===== src/hdl/assert_macros.svh =====
// assertion macros used by the normalizer core
`ifndef ASSERT_MACROS_SVH
`define ASSERT_MACROS_SVH

// same-cycle implication, off while reset is held
`define SMCN_ASSERT_IMPLY(label, clk, rst_n, ante, cons, msg) \
    label: assert property (@(posedge clk) disable iff (!(rst_n)) (ante) |-> (cons)) \
        else $error(msg);

// next-cycle implication, off while reset is held
`define SMCN_ASSERT_NEXT(label, clk, rst_n, ante, cons, msg) \
    label: assert property (@(posedge clk) disable iff (!(rst_n)) (ante) |=> (cons)) \
        else $error(msg);

`endif


===== src/hdl/smcn_pkg.sv =====
// types and constants shared by the normalizer rtl
`timescale 1ns / 1ps

package smcn_pkg;

    // bound and divider widths
    localparam int BOUND_W   = 12;
    localparam int DIV_NUM_W = 19;
    localparam int DIV_DEN_W = 12;
    localparam int DIV_CNT_W = $clog2(DIV_NUM_W);

    // word field widths
    localparam int OP_W     = 3;
    localparam int CHAN_W   = 3;
    localparam int KIND_W   = 2;
    localparam int MAPPED_W = 19;
    localparam int ADDR_W   = 4;
    localparam int VALUE_W  = 8;
    localparam int HYST_W   = 8;
    localparam int M_TDATA_W = 32;
    localparam int M_TUSER_W = 3;

    // arithmetic constants
    localparam logic [BOUND_W-1:0]   START_MIN     = 12'd1200;
    localparam logic [DIV_NUM_W-1:0] MAP_SCALE     = 19'd100;
    localparam logic [DIV_DEN_W-1:0] STORE_DIVISOR = 12'd10;
    localparam logic [DIV_NUM_W-1:0] MAP_LIMIT     = 19'd255000;
    localparam logic [HYST_W-1:0]    HYST_RESET    = 8'd10;

    // bound / 10 as (bound * 52429) >> 19, exact for any 12 bit bound
    localparam int                 DIV10_W     = 16;
    localparam logic [DIV10_W-1:0] DIV10_MULT  = 16'd52429;
    localparam int                 DIV10_SHIFT = 19;

    typedef enum logic [OP_W-1:0] {
        OP_MEASURE = 3'd0,
        OP_START   = 3'd1,
        OP_CALIB   = 3'd2,
        OP_COMMIT  = 3'd3,
        OP_LOAD    = 3'd4
    } t_op;

    typedef enum logic [KIND_W-1:0] {
        KIND_MAPPED = 2'd0,
        KIND_RECORD = 2'd1,
        KIND_DONE   = 2'd2
    } t_kind;

    typedef struct packed {
        logic                 start;
        logic [DIV_NUM_W-1:0] num;
        logic [DIV_DEN_W-1:0] den;
    } t_div_req;

    typedef struct packed {
        logic                 done;
        logic [DIV_NUM_W-1:0] quot;
    } t_div_rsp;

endpackage


===== src/hdl/smcn_div.sv =====
// shared restoring divider, one quotient bit per cycle
`timescale 1ns / 1ps

module smcn_div
    import smcn_pkg::*;
(
    input  logic     i_clk,
    input  logic     i_rst_n,
    input  t_div_req i_req,
    output t_div_rsp o_rsp
);

    logic                 r_busy;
    logic                 r_done;
    logic [DIV_CNT_W-1:0] r_cnt;
    logic [DIV_DEN_W-1:0] r_rem;
    logic [DIV_DEN_W-1:0] r_den;
    logic [DIV_NUM_W-1:0] r_quo;

    logic [DIV_DEN_W:0]   w_rem_sh;
    logic [DIV_DEN_W+1:0] w_sub;
    logic                 w_ge;

    assign w_rem_sh = {r_rem, r_quo[DIV_NUM_W-1]};
    assign w_sub    = {1'b0, w_rem_sh} - {2'b00, r_den};
    assign w_ge     = !w_sub[DIV_DEN_W+1];

    always_ff @(posedge i_clk) begin
        if (!i_rst_n) begin
            r_busy <= 1'b0;
            r_done <= 1'b0;
            r_cnt  <= '0;
        end else begin
            r_done <= 1'b0;
            if (i_req.start) begin
                r_busy <= 1'b1;
                r_cnt  <= '0;
                r_rem  <= '0;
                r_den  <= i_req.den;
                r_quo  <= i_req.num;
            end else if (r_busy) begin
                r_rem <= w_ge ? w_sub[DIV_DEN_W-1:0] : w_rem_sh[DIV_DEN_W-1:0];
                r_quo <= {r_quo[DIV_NUM_W-2:0], w_ge};
                r_cnt <= r_cnt + 1'b1;
                if (r_cnt == DIV_CNT_W'(DIV_NUM_W - 1)) begin
                    r_busy <= 1'b0;
                    r_done <= 1'b1;
                end
            end
        end
    end

    assign o_rsp.done = r_done;
    assign o_rsp.quot = r_quo;

endmodule


===== src/hdl/sensor_minmax_calibrate_normalize_core.sv =====
// Reflectance normalizer for CHANNELS sensor channels. Each input word carries an operation
// in s_axis_tuser: measure maps a sample to (sample - min) * 100 / (max - min), truncated
// toward zero and saturated to +/-255000, with zero_span set and the value forced to 0 when
// max equals min; calibrate sample maps the same way with the old bounds and then widens the
// channel's min and max; start sets every min to 1200 and every max to 0; load writes one
// channel's bounds; commit walks the channels, min bound then max bound, and for each bound
// that differs from its stored copy by more than store_hysteresis emits a store record
// (address, low byte of bound / 10) and takes the bound as the new copy, then ends with a done word.
// Start, load, unknown operations and out-of-range channels give no output word.
// The mapping division runs on one shared restoring divider that makes one quotient bit per
// cycle, so a measure or calibrate word holds the input closed through setup, division and
// output (the division is skipped when the span is zero); start and load leave the sequencer idle.
// The bound / 10 of a store record comes from a reciprocal multiply. A commit checks each
// bound in turn, adds an output step for each stored bound and ends with a done word step;
// output stalls hold the walk in its output steps. One output register holds a finished
// word, so the next input word is taken while the last result still waits downstream.
`timescale 1ns / 1ps
`include "assert_macros.svh"

module sensor_minmax_calibrate_normalize_core
    import smcn_pkg::*;
#(
    parameter int CHANNELS    = 6,
    parameter int SAMPLE_BITS = 10
) (
    input  logic                        i_clk,
    input  logic                        i_rst_n,
    // configuration: store_hysteresis
    input  logic                        i_cfg_wr_en,
    input  logic [HYST_W-1:0]           i_cfg_wr_data,
    // input words
    input  logic                        s_axis_tvalid,
    output logic                        s_axis_tready,
    // channel, sample, load_min, load_max (from bit 0 up), zero padded to bytes
    input  logic [((CHAN_W + SAMPLE_BITS + 2*BOUND_W + 7) / 8) * 8 - 1:0] s_axis_tdata,
    // operation
    input  logic [OP_W-1:0]             s_axis_tuser,
    // output words
    output logic                        m_axis_tvalid,
    input  logic                        m_axis_tready,
    // mapped, store_address, store_value (from bit 0 up), zero padded
    output logic [M_TDATA_W-1:0]        m_axis_tdata,
    // kind, zero_span (from bit 0 up)
    output logic [M_TUSER_W-1:0]        m_axis_tuser,
    output logic                        m_axis_tlast
);

    localparam int CH_W    = (CHANNELS > 1) ? $clog2(CHANNELS) : 1;
    localparam int SMP_LSB = CHAN_W;
    localparam int MIN_LSB = CHAN_W + SAMPLE_BITS;
    localparam int MAX_LSB = CHAN_W + SAMPLE_BITS + BOUND_W;
    localparam logic [CH_W-1:0] LAST_IDX = CH_W'(CHANNELS - 1);

    typedef enum logic [2:0] {
        S_IDLE,
        S_MAP_SETUP,
        S_MAP_DIV,
        S_MAP_OUT,
        S_CMT_CHECK,
        S_CMT_OUT,
        S_DONE_OUT
    } t_state;

    // calibration state
    logic [BOUND_W-1:0] r_bound_min  [CHANNELS];
    logic [BOUND_W-1:0] r_bound_max  [CHANNELS];
    logic [BOUND_W-1:0] r_stored_min [CHANNELS];
    logic [BOUND_W-1:0] r_stored_max [CHANNELS];
    logic [HYST_W-1:0]  r_hyst;

    // sequencer
    t_state                 r_state;
    t_op                    r_op;
    logic [CH_W-1:0]        r_idx;
    logic                   r_is_max;
    logic [SAMPLE_BITS-1:0] r_x;
    logic                   r_neg;
    logic                   r_zero;

    // shared divider request
    logic                 r_div_start;
    logic [DIV_NUM_W-1:0] r_div_num;
    logic [DIV_DEN_W-1:0] r_div_den;
    t_div_req             w_div_req;
    t_div_rsp             w_div_rsp;

    // output register
    logic                r_out_valid;
    t_kind               r_out_kind;
    logic [MAPPED_W-1:0] r_out_mapped;
    logic                r_out_zero;
    logic [ADDR_W-1:0]   r_out_addr;
    logic [VALUE_W-1:0]  r_out_value;
    logic                r_out_last;

    // input word fields
    logic [CHAN_W-1:0]      w_in_ch;
    logic [SAMPLE_BITS-1:0] w_in_x;
    logic [BOUND_W-1:0]     w_in_min;
    logic [BOUND_W-1:0]     w_in_max;
    logic                   w_in_ch_ok;
    logic                   w_accept;

    // mapping datapath
    logic [BOUND_W-1:0]   w_x12;
    logic [BOUND_W-1:0]   w_lo;
    logic [BOUND_W-1:0]   w_hi;
    logic [BOUND_W:0]     w_diff;
    logic [BOUND_W:0]     w_span;
    logic [BOUND_W:0]     w_diff_abs;
    logic [BOUND_W:0]     w_span_abs;
    logic [DIV_NUM_W-1:0] w_num;
    logic [DIV_NUM_W-1:0] w_q_sat;
    logic [MAPPED_W-1:0]  w_mapped;

    // commit datapath
    logic [BOUND_W-1:0]         w_cb;
    logic [BOUND_W-1:0]         w_cs;
    logic [BOUND_W:0]           w_cd;
    logic [BOUND_W:0]           w_cd_abs;
    logic                       w_moved;
    logic                       w_walk_end;
    logic [CH_W:0]              w_addr_sum;
    logic [BOUND_W+DIV10_W-1:0] w_cb_prod;
    logic [VALUE_W-1:0]         w_cb_tenth;
    logic                       w_slot_free;

    assign w_in_ch    = s_axis_tdata[CHAN_W-1:0];
    assign w_in_x     = s_axis_tdata[SMP_LSB +: SAMPLE_BITS];
    assign w_in_min   = s_axis_tdata[MIN_LSB +: BOUND_W];
    assign w_in_max   = s_axis_tdata[MAX_LSB +: BOUND_W];
    assign w_in_ch_ok = (int'(w_in_ch) < CHANNELS);

    assign s_axis_tready = (r_state == S_IDLE);
    assign w_accept      = s_axis_tvalid && s_axis_tready;
    assign w_slot_free   = !r_out_valid || m_axis_tready;

    // signed difference and span as magnitude plus sign
    assign w_x12      = BOUND_W'(r_x);
    assign w_lo       = r_bound_min[r_idx];
    assign w_hi       = r_bound_max[r_idx];
    assign w_diff     = {1'b0, w_x12} - {1'b0, w_lo};
    assign w_span     = {1'b0, w_hi} - {1'b0, w_lo};
    assign w_diff_abs = w_diff[BOUND_W] ? ((BOUND_W+1)'(0) - w_diff) : w_diff;
    assign w_span_abs = w_span[BOUND_W] ? ((BOUND_W+1)'(0) - w_span) : w_span;
    assign w_num      = DIV_NUM_W'(w_diff_abs[BOUND_W-1:0]) * MAP_SCALE;

    // saturate the quotient magnitude, then apply the sign
    assign w_q_sat  = (w_div_rsp.quot > MAP_LIMIT) ? MAP_LIMIT : w_div_rsp.quot;
    assign w_mapped = r_neg ? (MAPPED_W'(0) - MAPPED_W'(w_q_sat)) : MAPPED_W'(w_q_sat);

    // hysteresis test for the bound under the walk pointer
    assign w_cb       = r_is_max ? r_bound_max[r_idx] : r_bound_min[r_idx];
    assign w_cs       = r_is_max ? r_stored_max[r_idx] : r_stored_min[r_idx];
    assign w_cd       = {1'b0, w_cb} - {1'b0, w_cs};
    assign w_cd_abs   = w_cd[BOUND_W] ? ((BOUND_W+1)'(0) - w_cd) : w_cd;
    assign w_moved    = (w_cd_abs > (BOUND_W+1)'(r_hyst));
    assign w_walk_end = r_is_max && (r_idx == LAST_IDX);
    assign w_addr_sum = r_is_max ? ((CH_W+1)'(r_idx) + (CH_W+1)'(CHANNELS))
                                 : (CH_W+1)'(r_idx);

    // bound / 10 by reciprocal multiply, low byte kept
    assign w_cb_prod  = (BOUND_W+DIV10_W)'(w_cb) * (BOUND_W+DIV10_W)'(DIV10_MULT);
    assign w_cb_tenth = w_cb_prod[DIV10_SHIFT +: VALUE_W];

    assign w_div_req.start = r_div_start;
    assign w_div_req.num   = r_div_num;
    assign w_div_req.den   = r_div_den;

    smcn_div u_div (
        .i_clk   (i_clk),
        .i_rst_n (i_rst_n),
        .i_req   (w_div_req),
        .o_rsp   (w_div_rsp)
    );

    always_ff @(posedge i_clk) begin
        if (!i_rst_n) begin
            r_state     <= S_IDLE;
            r_op        <= OP_MEASURE;
            r_idx       <= '0;
            r_is_max    <= 1'b0;
            r_div_start <= 1'b0;
            r_out_valid <= 1'b0;
            r_hyst      <= HYST_RESET;
            for (int i = 0; i < CHANNELS; i++) begin
                r_bound_min[i]  <= '0;
                r_bound_max[i]  <= '0;
                r_stored_min[i] <= '0;
                r_stored_max[i] <= '0;
            end
        end else begin
            r_div_start <= 1'b0;
            if (i_cfg_wr_en) begin
                r_hyst <= i_cfg_wr_data;
            end
            if (r_out_valid && m_axis_tready) begin
                r_out_valid <= 1'b0;
            end

            case (r_state)
                S_IDLE: begin
                    if (w_accept) begin
                        r_op  <= t_op'(s_axis_tuser);
                        r_idx <= CH_W'(w_in_ch);
                        r_x   <= w_in_x;
                        case (t_op'(s_axis_tuser))
                            OP_MEASURE, OP_CALIB: begin
                                if (w_in_ch_ok) begin
                                    r_state <= S_MAP_SETUP;
                                end
                            end
                            OP_START: begin
                                for (int i = 0; i < CHANNELS; i++) begin
                                    r_bound_min[i] <= START_MIN;
                                    r_bound_max[i] <= '0;
                                end
                            end
                            OP_COMMIT: begin
                                r_idx    <= '0;
                                r_is_max <= 1'b0;
                                r_state  <= S_CMT_CHECK;
                            end
                            OP_LOAD: begin
                                if (w_in_ch_ok) begin
                                    r_bound_min[CH_W'(w_in_ch)] <= w_in_min;
                                    r_bound_max[CH_W'(w_in_ch)] <= w_in_max;
                                end
                            end
                            default: begin
                            end
                        endcase
                    end
                end

                S_MAP_SETUP: begin
                    // old bounds feed the division, calibrate widens them afterwards
                    r_neg     <= w_diff[BOUND_W] ^ w_span[BOUND_W];
                    r_zero    <= (w_span == '0);
                    r_div_num <= w_num;
                    r_div_den <= w_span_abs[BOUND_W-1:0];
                    if (w_span == '0) begin
                        r_state <= S_MAP_OUT;
                    end else begin
                        r_div_start <= 1'b1;
                        r_state     <= S_MAP_DIV;
                    end
                    if (r_op == OP_CALIB) begin
                        if (w_x12 < w_lo) begin
                            r_bound_min[r_idx] <= w_x12;
                        end
                        if (w_x12 > w_hi) begin
                            r_bound_max[r_idx] <= w_x12;
                        end
                    end
                end

                S_MAP_DIV: begin
                    if (w_div_rsp.done) begin
                        r_state <= S_MAP_OUT;
                    end
                end

                S_MAP_OUT: begin
                    if (w_slot_free) begin
                        r_out_valid  <= 1'b1;
                        r_out_kind   <= KIND_MAPPED;
                        r_out_mapped <= r_zero ? '0 : w_mapped;
                        r_out_zero   <= r_zero;
                        r_out_addr   <= '0;
                        r_out_value  <= '0;
                        r_out_last   <= 1'b1;
                        r_state      <= S_IDLE;
                    end
                end

                S_CMT_CHECK: begin
                    if (w_moved) begin
                        // the copy follows the bound now, the record goes out next
                        if (r_is_max) begin
                            r_stored_max[r_idx] <= w_cb;
                        end else begin
                            r_stored_min[r_idx] <= w_cb;
                        end
                        r_state <= S_CMT_OUT;
                    end else if (w_walk_end) begin
                        r_state <= S_DONE_OUT;
                    end else begin
                        if (r_is_max) begin
                            r_idx <= r_idx + 1'b1;
                        end
                        r_is_max <= !r_is_max;
                    end
                end

                S_CMT_OUT: begin
                    if (w_slot_free) begin
                        r_out_valid  <= 1'b1;
                        r_out_kind   <= KIND_RECORD;
                        r_out_mapped <= '0;
                        r_out_zero   <= 1'b0;
                        r_out_addr   <= ADDR_W'(w_addr_sum);
                        r_out_value  <= w_cb_tenth;
                        r_out_last   <= 1'b0;
                        if (w_walk_end) begin
                            r_state <= S_DONE_OUT;
                        end else begin
                            if (r_is_max) begin
                                r_idx <= r_idx + 1'b1;
                            end
                            r_is_max <= !r_is_max;
                            r_state  <= S_CMT_CHECK;
                        end
                    end
                end

                S_DONE_OUT: begin
                    if (w_slot_free) begin
                        r_out_valid  <= 1'b1;
                        r_out_kind   <= KIND_DONE;
                        r_out_mapped <= '0;
                        r_out_zero   <= 1'b0;
                        r_out_addr   <= '0;
                        r_out_value  <= '0;
                        r_out_last   <= 1'b1;
                        r_state      <= S_IDLE;
                    end
                end

                default: begin
                    r_state <= S_IDLE;
                end
            endcase
        end
    end

    assign m_axis_tvalid = r_out_valid;
    assign m_axis_tdata  = {(M_TDATA_W - MAPPED_W - ADDR_W - VALUE_W)'(0),
                            r_out_value, r_out_addr, r_out_mapped};
    assign m_axis_tuser  = {r_out_zero, r_out_kind};
    assign m_axis_tlast  = r_out_last;

    // a done word always closes the item
    `SMCN_ASSERT_IMPLY(a_done_is_last, i_clk, i_rst_n, m_axis_tvalid && (m_axis_tuser[KIND_W-1:0] == KIND_DONE), m_axis_tlast, "done word without tlast")

    // a zero span reading carries a zero value
    `SMCN_ASSERT_IMPLY(a_zero_span_value, i_clk, i_rst_n, m_axis_tvalid && m_axis_tuser[KIND_W], m_axis_tdata[MAPPED_W-1:0] == '0, "zero span with nonzero mapped value")

    // the divider only finishes while the sequencer waits for it
    `SMCN_ASSERT_IMPLY(a_div_done_expected, i_clk, i_rst_n, w_div_rsp.done, r_state == S_MAP_DIV, "divider result with no waiting step")

    // a started division leaves the sequencer waiting on the divider
    `SMCN_ASSERT_NEXT(a_div_start_wait, i_clk, i_rst_n, r_div_start, r_state == S_MAP_DIV, "divider started outside a wait step")

endmodule

===== config.mk =====
export PLATFORM = sky130hd
export DESIGN_NAME = sensor_minmax_calibrate_normalize_core
export DESIGN_NICKNAME = d
export VERILOG_FILES = /design/src/hdl/smcn_pkg.sv /design/src/hdl/smcn_div.sv /design/src/hdl/sensor_minmax_calibrate_normalize_core.sv
export VERILOG_INCLUDE_DIRS = /design/src /design/src/hdl
export SDC_FILE = /design/constraint.sdc
export NUM_CORES = 1
export LEC_CHECK = 0
export BUFFER_PORTS_ARGS = -buffer_cell sky130_fd_sc_hd__buf_2
export CORE_MARGIN = 1.5
export CORE_UTILIZATION = 41
export CTS_BUF_LIST = sky130_fd_sc_hd__clkbuf_16
export DETAILED_ROUTE_END_ITERATION = 8
export MAX_ROUTING_LAYER = met4
export PLACE_DENSITY = 0.64
export SETUP_SLACK_MARGIN = 0.02
export SYNTH_ARGS = -nofsm -noshare
export SYNTH_HDL_FRONTEND = slang
export SYNTH_SLANG_ARGS = --single-unit

===== constraint.sdc =====
create_clock -name i_clk -period 7.9 [get_ports i_clk]
set_input_delay 0.395 -clock i_clk [delete_from_list [all_inputs] [get_ports i_clk]]
set_output_delay 0.395 -clock i_clk [all_outputs]
set_load 0.005 [all_outputs]

# After elaboration in Yosys (flattened, before gate mapping)
# Memory sizes are Yosys's and may differ from the RTL's. A register that Yosys moved wholly into a read port is not among the register bits.
# Index checks and enable logic that the tools add are counted.
[word_totals] ff_bits=146 ramBits=288 inputBits=56 word_cells=258 n_memories=4
[classes] n_addsub=11 n_mul=2 n_lt_le_gt_ge=5 n_eq_ne=25 muxes=133 bitwise=15 reduce_logical=38
[mem_list] memory="r_bound_max" depth=6 width=12 read_ports=1 rd_clocked_by_memory_dff=1 write_ports=6 line="sensor_minmax_calibrate_normalize_core.sv:66" text="logic [BOUND_W-1:0] r_bound_max [CHANNELS];"
[mem_list] memory="r_bound_min" depth=6 width=12 read_ports=1 rd_clocked_by_memory_dff=1 write_ports=6 line="sensor_minmax_calibrate_normalize_core.sv:65" text="logic [BOUND_W-1:0] r_bound_min [CHANNELS];"
[mem_list] memory="r_stored_max" depth=6 width=12 read_ports=1 rd_clocked_by_memory_dff=1 write_ports=6 line="sensor_minmax_calibrate_normalize_core.sv:68" text="logic [BOUND_W-1:0] r_stored_max [CHANNELS];"
[mem_list] memory="r_stored_min" depth=6 width=12 read_ports=1 rd_clocked_by_memory_dff=1 write_ports=6 line="sensor_minmax_calibrate_normalize_core.sv:67" text="logic [BOUND_W-1:0] r_stored_min [CHANNELS];"
[op_table] cell="$mux W12" count=24
[op_table] cell="$mux W19" count=7
[op_table] cell="$mux W3" count=27
[op_table] cell="$reduce_or A12 Y1" count=6
[op_table] cell="$mux W1" count=55
[op_table] cell="$pmux W19 S2" count=1
[op_table] cell="$mul A12 B16 Y27 const B" count=1
[op_table] cell="$sub A12 B12 Y13" count=2
[op_table] cell="$sub A1 B12 Y12 const A" count=2
[op_table] cell="$gt A19 B18 Y1 const B" count=1
[op_table] cell="$sub A1 B19 Y19 const A" count=1
[op_table] cell="$pmux W3 S6" count=1
[op_table] cell="$mul A12 B5 Y17 const B" count=1
[op_table] cell="$mux W8" count=2
[op_table] cell="$pmux W8 S2" count=1
[op_table] cell="$eq A3 B2 Y1 const B" count=5
[op_table] cell="$eq A3 B3 Y1 const B" count=5
[op_table] cell="$sub A13 B12 Y14" count=1
[op_table] cell="$gt A13 B8 Y1" count=1
[op_table] cell="$logic_not A13 Y1" count=1
[op_table] cell="$mux W13" count=1
[op_table] cell="$sub A1 B13 Y13 const A" count=1
[op_table] cell="$sub A10 B12 Y13" count=1
[op_table] cell="$gt A10 B12 Y1" count=1
[op_table] cell="other kinds (35)" count=80

# Logic depth before layout (Yosys ltp)
[logic_depth] word_depth=11 ltp_mapped=35 ltp_nobuf=31

# Modules after synthesis
# Synthesis repeated with hierarchy kept, for this count alone.
[unflattened] cells_unflattened=2455 hier_area_um2=30097.6
[by_module_without_submodules] mod="sensor_minmax_calibrate_normalize_core" instances=1 cells_each=2231 area_per_inst_um2=27460.1
[by_module_without_submodules] mod="smcn_div" instances=1 cells_each=224 area_per_inst_um2=2637.5

# Worst setup path before layout
# Ideal clock, no wire load.
[synth_path] kind="register -> register" start="register (tool-made name)" end="register r_div_num[18] (data pin)" setup_ns=0.260 arrival_time_ns=7.626 t_required_ns=7.640 setup_slack_ns=0.014 path_stages_with_launch=33 path_buffers=4 path_cell_list="dfxtp_1 buf_2 buf_2 buf_1 mux4_2 mux2i_1 ha_1 a21o_1 a21oi_1 nor2b_1 o21a_1 o41ai_1 nor2_1 a211oi_1 or2_2 clkbuf_1 nand2_1 xnor2_1 ha_1 ha_1 fa_1 ha_1 a21oi_1 nor2_1 nor2_1 nor2b_1 o21ai_0 a21oi_1 o21a_1 nor2_1 o21ai_0 o41a_1 xnor2_1"
[synth_lines] item="end signal, assigned" line="sensor_minmax_calibrate_normalize_core.sv:240" text="r_div_num <= w_num;"
[synth_lines] item="end, declared" line="sensor_minmax_calibrate_normalize_core.sv:82" text="logic [DIV_NUM_W-1:0] r_div_num;"

==> summary.txt <==
Detailed routing
  – Pre-antenna DRT Iters: 8
  – Total wire length: 73.6 mm
  – Post-route DRC: 0
  – Routed vias: 19000
  – Avg WL per Cell: 21.2 um
  – Via density: 5.49
  – Initial DRC count: 2112
  – Number of nets with antenna violations after routing: 0

Floorplanning
  – DIE HEIGHT: 271 um
  – # IOs: 94
  – Die W: 271 um
  – Core footprint: 0.0704 mm2
  – Die area: 0.0732 mm2
  – Row count: 97
  – Initial Util: 0.417

Placement
  – Routability Congestion: 0.918
  – Post-placement cell count: 3342
  – # port buffers: 89
  – Post-Place Setup Slack: 0.482 ns
  – DP Area: 0.0313 mm2
  – DPL Wire Length: 52.6 mm

Global routing
  – Vias in the first global route: 19400
  – First-pass GRT wire length: 113 mm
  – Total track usage: 0.208
  – Gr ovfl total: 0
  – Largest net degree at the start of global routing: 49
  – Initial antenna violation count: 3

Timing
  – Final Worst Setup Slack: 0.502 ns
  – Slew Limit Fails: 0
  – Final setup violation count: 0
  – Final critical-path share of the clock period: 0.936
  – Fmax: 0.135 GHz
  – Tmin final: 7.40 ns
  – RSZ-0062 raised after global routing: no
  – Post-Route Skew: 0.0453 ns
  – TNS Setup: 0 ns
  – Hold_ws: 0.0326 ns
  – Worst Max-Slew Pin Slew: 1.36 ns
  – Hold Vio Cnt, Final: 0
  – Max-Slew Margin vs Limit: 0.0898

Layout
  – Nets: 2770
  – Fin area: 0.0333 mm2
  – Most common cell after layout, fill and taps aside: edfxtp_1
  – Share of cells above drive strength 1: 0.174
  – Most frequent cells in the layout: edfxtp_1, nor2_1, inv_1, ha_1, mux4_2
  – Finished Layout Cells: 3466
  – Area delta synth->final: 13.5%
  – Final core area utilization: 0.473

Clock tree
  – CTS tree: yes
  – Root Driver: clkbuf_16
  – Num CTS Buffers: 57
  – Clock sink count: 533
  – CTS H-Tree Depth: 2
  – Post-CTS Setup Bufs: 0
  – Worst-Skew Late Latency: 0.64 ns
  – Clock-pin transition on the worst setup and hold timing paths: 0.06 ns
  – Max Root-Sink Buffers: 3

Power and ir drop
  – Comb pwr share: 0.584
  – Pwr dens: 468 mW/mm2
  – Cell internal pwr: 9.24 mW
  – Leak Pwr: 13.1 nW
  – Share of power burned in registers: 0.245
  – Switch share: 0.407
  – Sw power: 6.35 mW
  – Total Power: 15.6 mW
  – Clock network fraction of total power: 0.171
  – IR drop worst, VDD: 0.505 mV

Yosys
  – Post-synth EDFFs: 503
  – Sequential share of the synthesized area: 0.535
  – Number of synthesized register bits: 533
  – Synthesized net count: 2621
  – Async SR Flop Fraction: 0
  – Synth unique cells: 84
  – Area of the mapped netlist: 0.0293 mm2
  – Top FF cell, synth: edfxtp_1
  – Synth warn: 0
  – Avg Inst Size Synth: 12.6 um2
  – Cells after Synth: 2324

Critical path
  – Worst setup SP type: flip-flop
  – Critical path type: flip-flop to flip-flop
  – Required @ worst endpoint: 8.26 ns
  – Critical path's largest stage delay: 0.55 ns
  – Crit path capture type: flip-flop
  – Worst path arrival time: 7.76 ns
  – Worst path slowest cell: mux4_2
  – Crit path max fanout: 11

Outcome
  – Status: complete, no violations

Min path
  – Worst min path class: input port to flip-flop

Run
  – Max_cap viols: 0
cells by family after synthesis:
family                     synth area share
other                              0.000128
buffers and inverters                0.0386
DFF                                   0.535
xor gates and xnor gates             0.0286
AOI/OAI and AO/OA                    0.0623
adders and majority gates             0.116
and+or+nand+nor                       0.107
muxes                                 0.112
timing repair:
item                       in CTS  in global routing
hold buffers                   12                  0
setup endpoints to repair       0                 45
hold endpoints to repair       12                  0
gates resized for setup         0                  3
power by group through the flow:
| stage | clock, mW | sequential, mW | combinational, mW |
|---|---|---|---|
| global placement | 0 | 3.87 | 8.79 |
| floorplan | 0 | 3.80 | 7.01 |
| CTS | 2.71 | 3.82 | 9.15 |
| global route | 2.81 | 3.84 | 10.4 |
| finish | 2.67 | 3.82 | 9.10 |
| detailed placement | 0 | 3.88 | 9.03 |
final cells by class:
type	instances	area, um2
Fill cell	6220	37100
Tap cell	940	1180
Clock buffer	57	1430
Inverter	190	713
Antenna cell	5	12.5
Clock inverter	50	445
Sequential cell	533	15700
Timing Repair Buffer	186	1220
Multi-Input combinational cell	1505	12600
critical path: cells and delay by family, from the launching register on:
kind,cells,cell delay (ns)
AO/OA/AOI/OAI,11,2.50
AND/OR/NAND/NOR,7,0.88
multiplexers,2,0.88
flip-flops,1,0.50
buffers and inverters,1,0.08
adder cells (fa/ha/maj),5,1.79
XOR/XNOR,2,0.46
routing by layer:
metal | vias up | part of all wire | GRT usage
met4 | 0 | 0.029 | 0.0641
met5 | - | 0 | -
li1 | 8780 | - | -
met2 | 687 | 0.48 | 0.335
met3 | 135 | 0.075 | 0.0344
met1 | 9432 | 0.42 | 0.269
path summary, 6_finish.rpt:
path               startpoint              to  slack [ns]  cells after the start
max                 flip-flop   r_div_num[18]        0.50                     28
min reg2reg      r_div_den[7]  u_div.r_den[7]        0.42                      0
max reg2reg         flip-flop   r_div_num[18]        0.50                     28
min          i_cfg_wr_data[2]       r_hyst[2]        0.03                      3
sequential cells by signal (all words and copies together), names as in the netlist, 2 cells and up, named ones only:
signal,count
r_idx,3
r_out_value,8
r_hyst,8
r_state,3
r_op,3
r_out_kind,2
r_div_den,12
r_out_addr,4
r_div_num,17
u_div.r_quo,19
u_div.r_rem,12
u_div.r_den,12
u_div.r_cnt,5
r_stored_min,96
r_stored_max,96
r_bound_max,96
r_bound_min,96
r_x,10
r_out_mapped,19
cells in the mapped netlist, drive strengths merged, types with 11 or more instances:
library cell / instances / area share
edfxtp: 503 / 0.51
a31oi: 11 / 0.0026
mux4: 108 / 0.083
fa: 53 / 0.036
xor2: 24 / 0.0072
o211ai: 11 / 0.0028
nand4: 12 / 0.0028
a21oi: 58 / 0.0099
xnor2: 70 / 0.021
nand2b: 22 / 0.0047
buf: 38 / 0.0069
nand2: 107 / 0.014
a21o: 26 / 0.0067
mux2: 17 / 0.0065
nand3: 27 / 0.0055
nor3: 48 / 0.0085
a211oi: 18 / 0.0049
nor2: 393 / 0.050
mux2i: 65 / 0.022
or3: 14 / 0.0033
nor2b: 22 / 0.0049
inv: 188 / 0.024
o31ai: 11 / 0.0030
clkbuf: 58 / 0.0074
ha: 188 / 0.080
dfxtp: 30 / 0.020
o21ai: 92 / 0.016
Power figures use the tool's default switching activity.
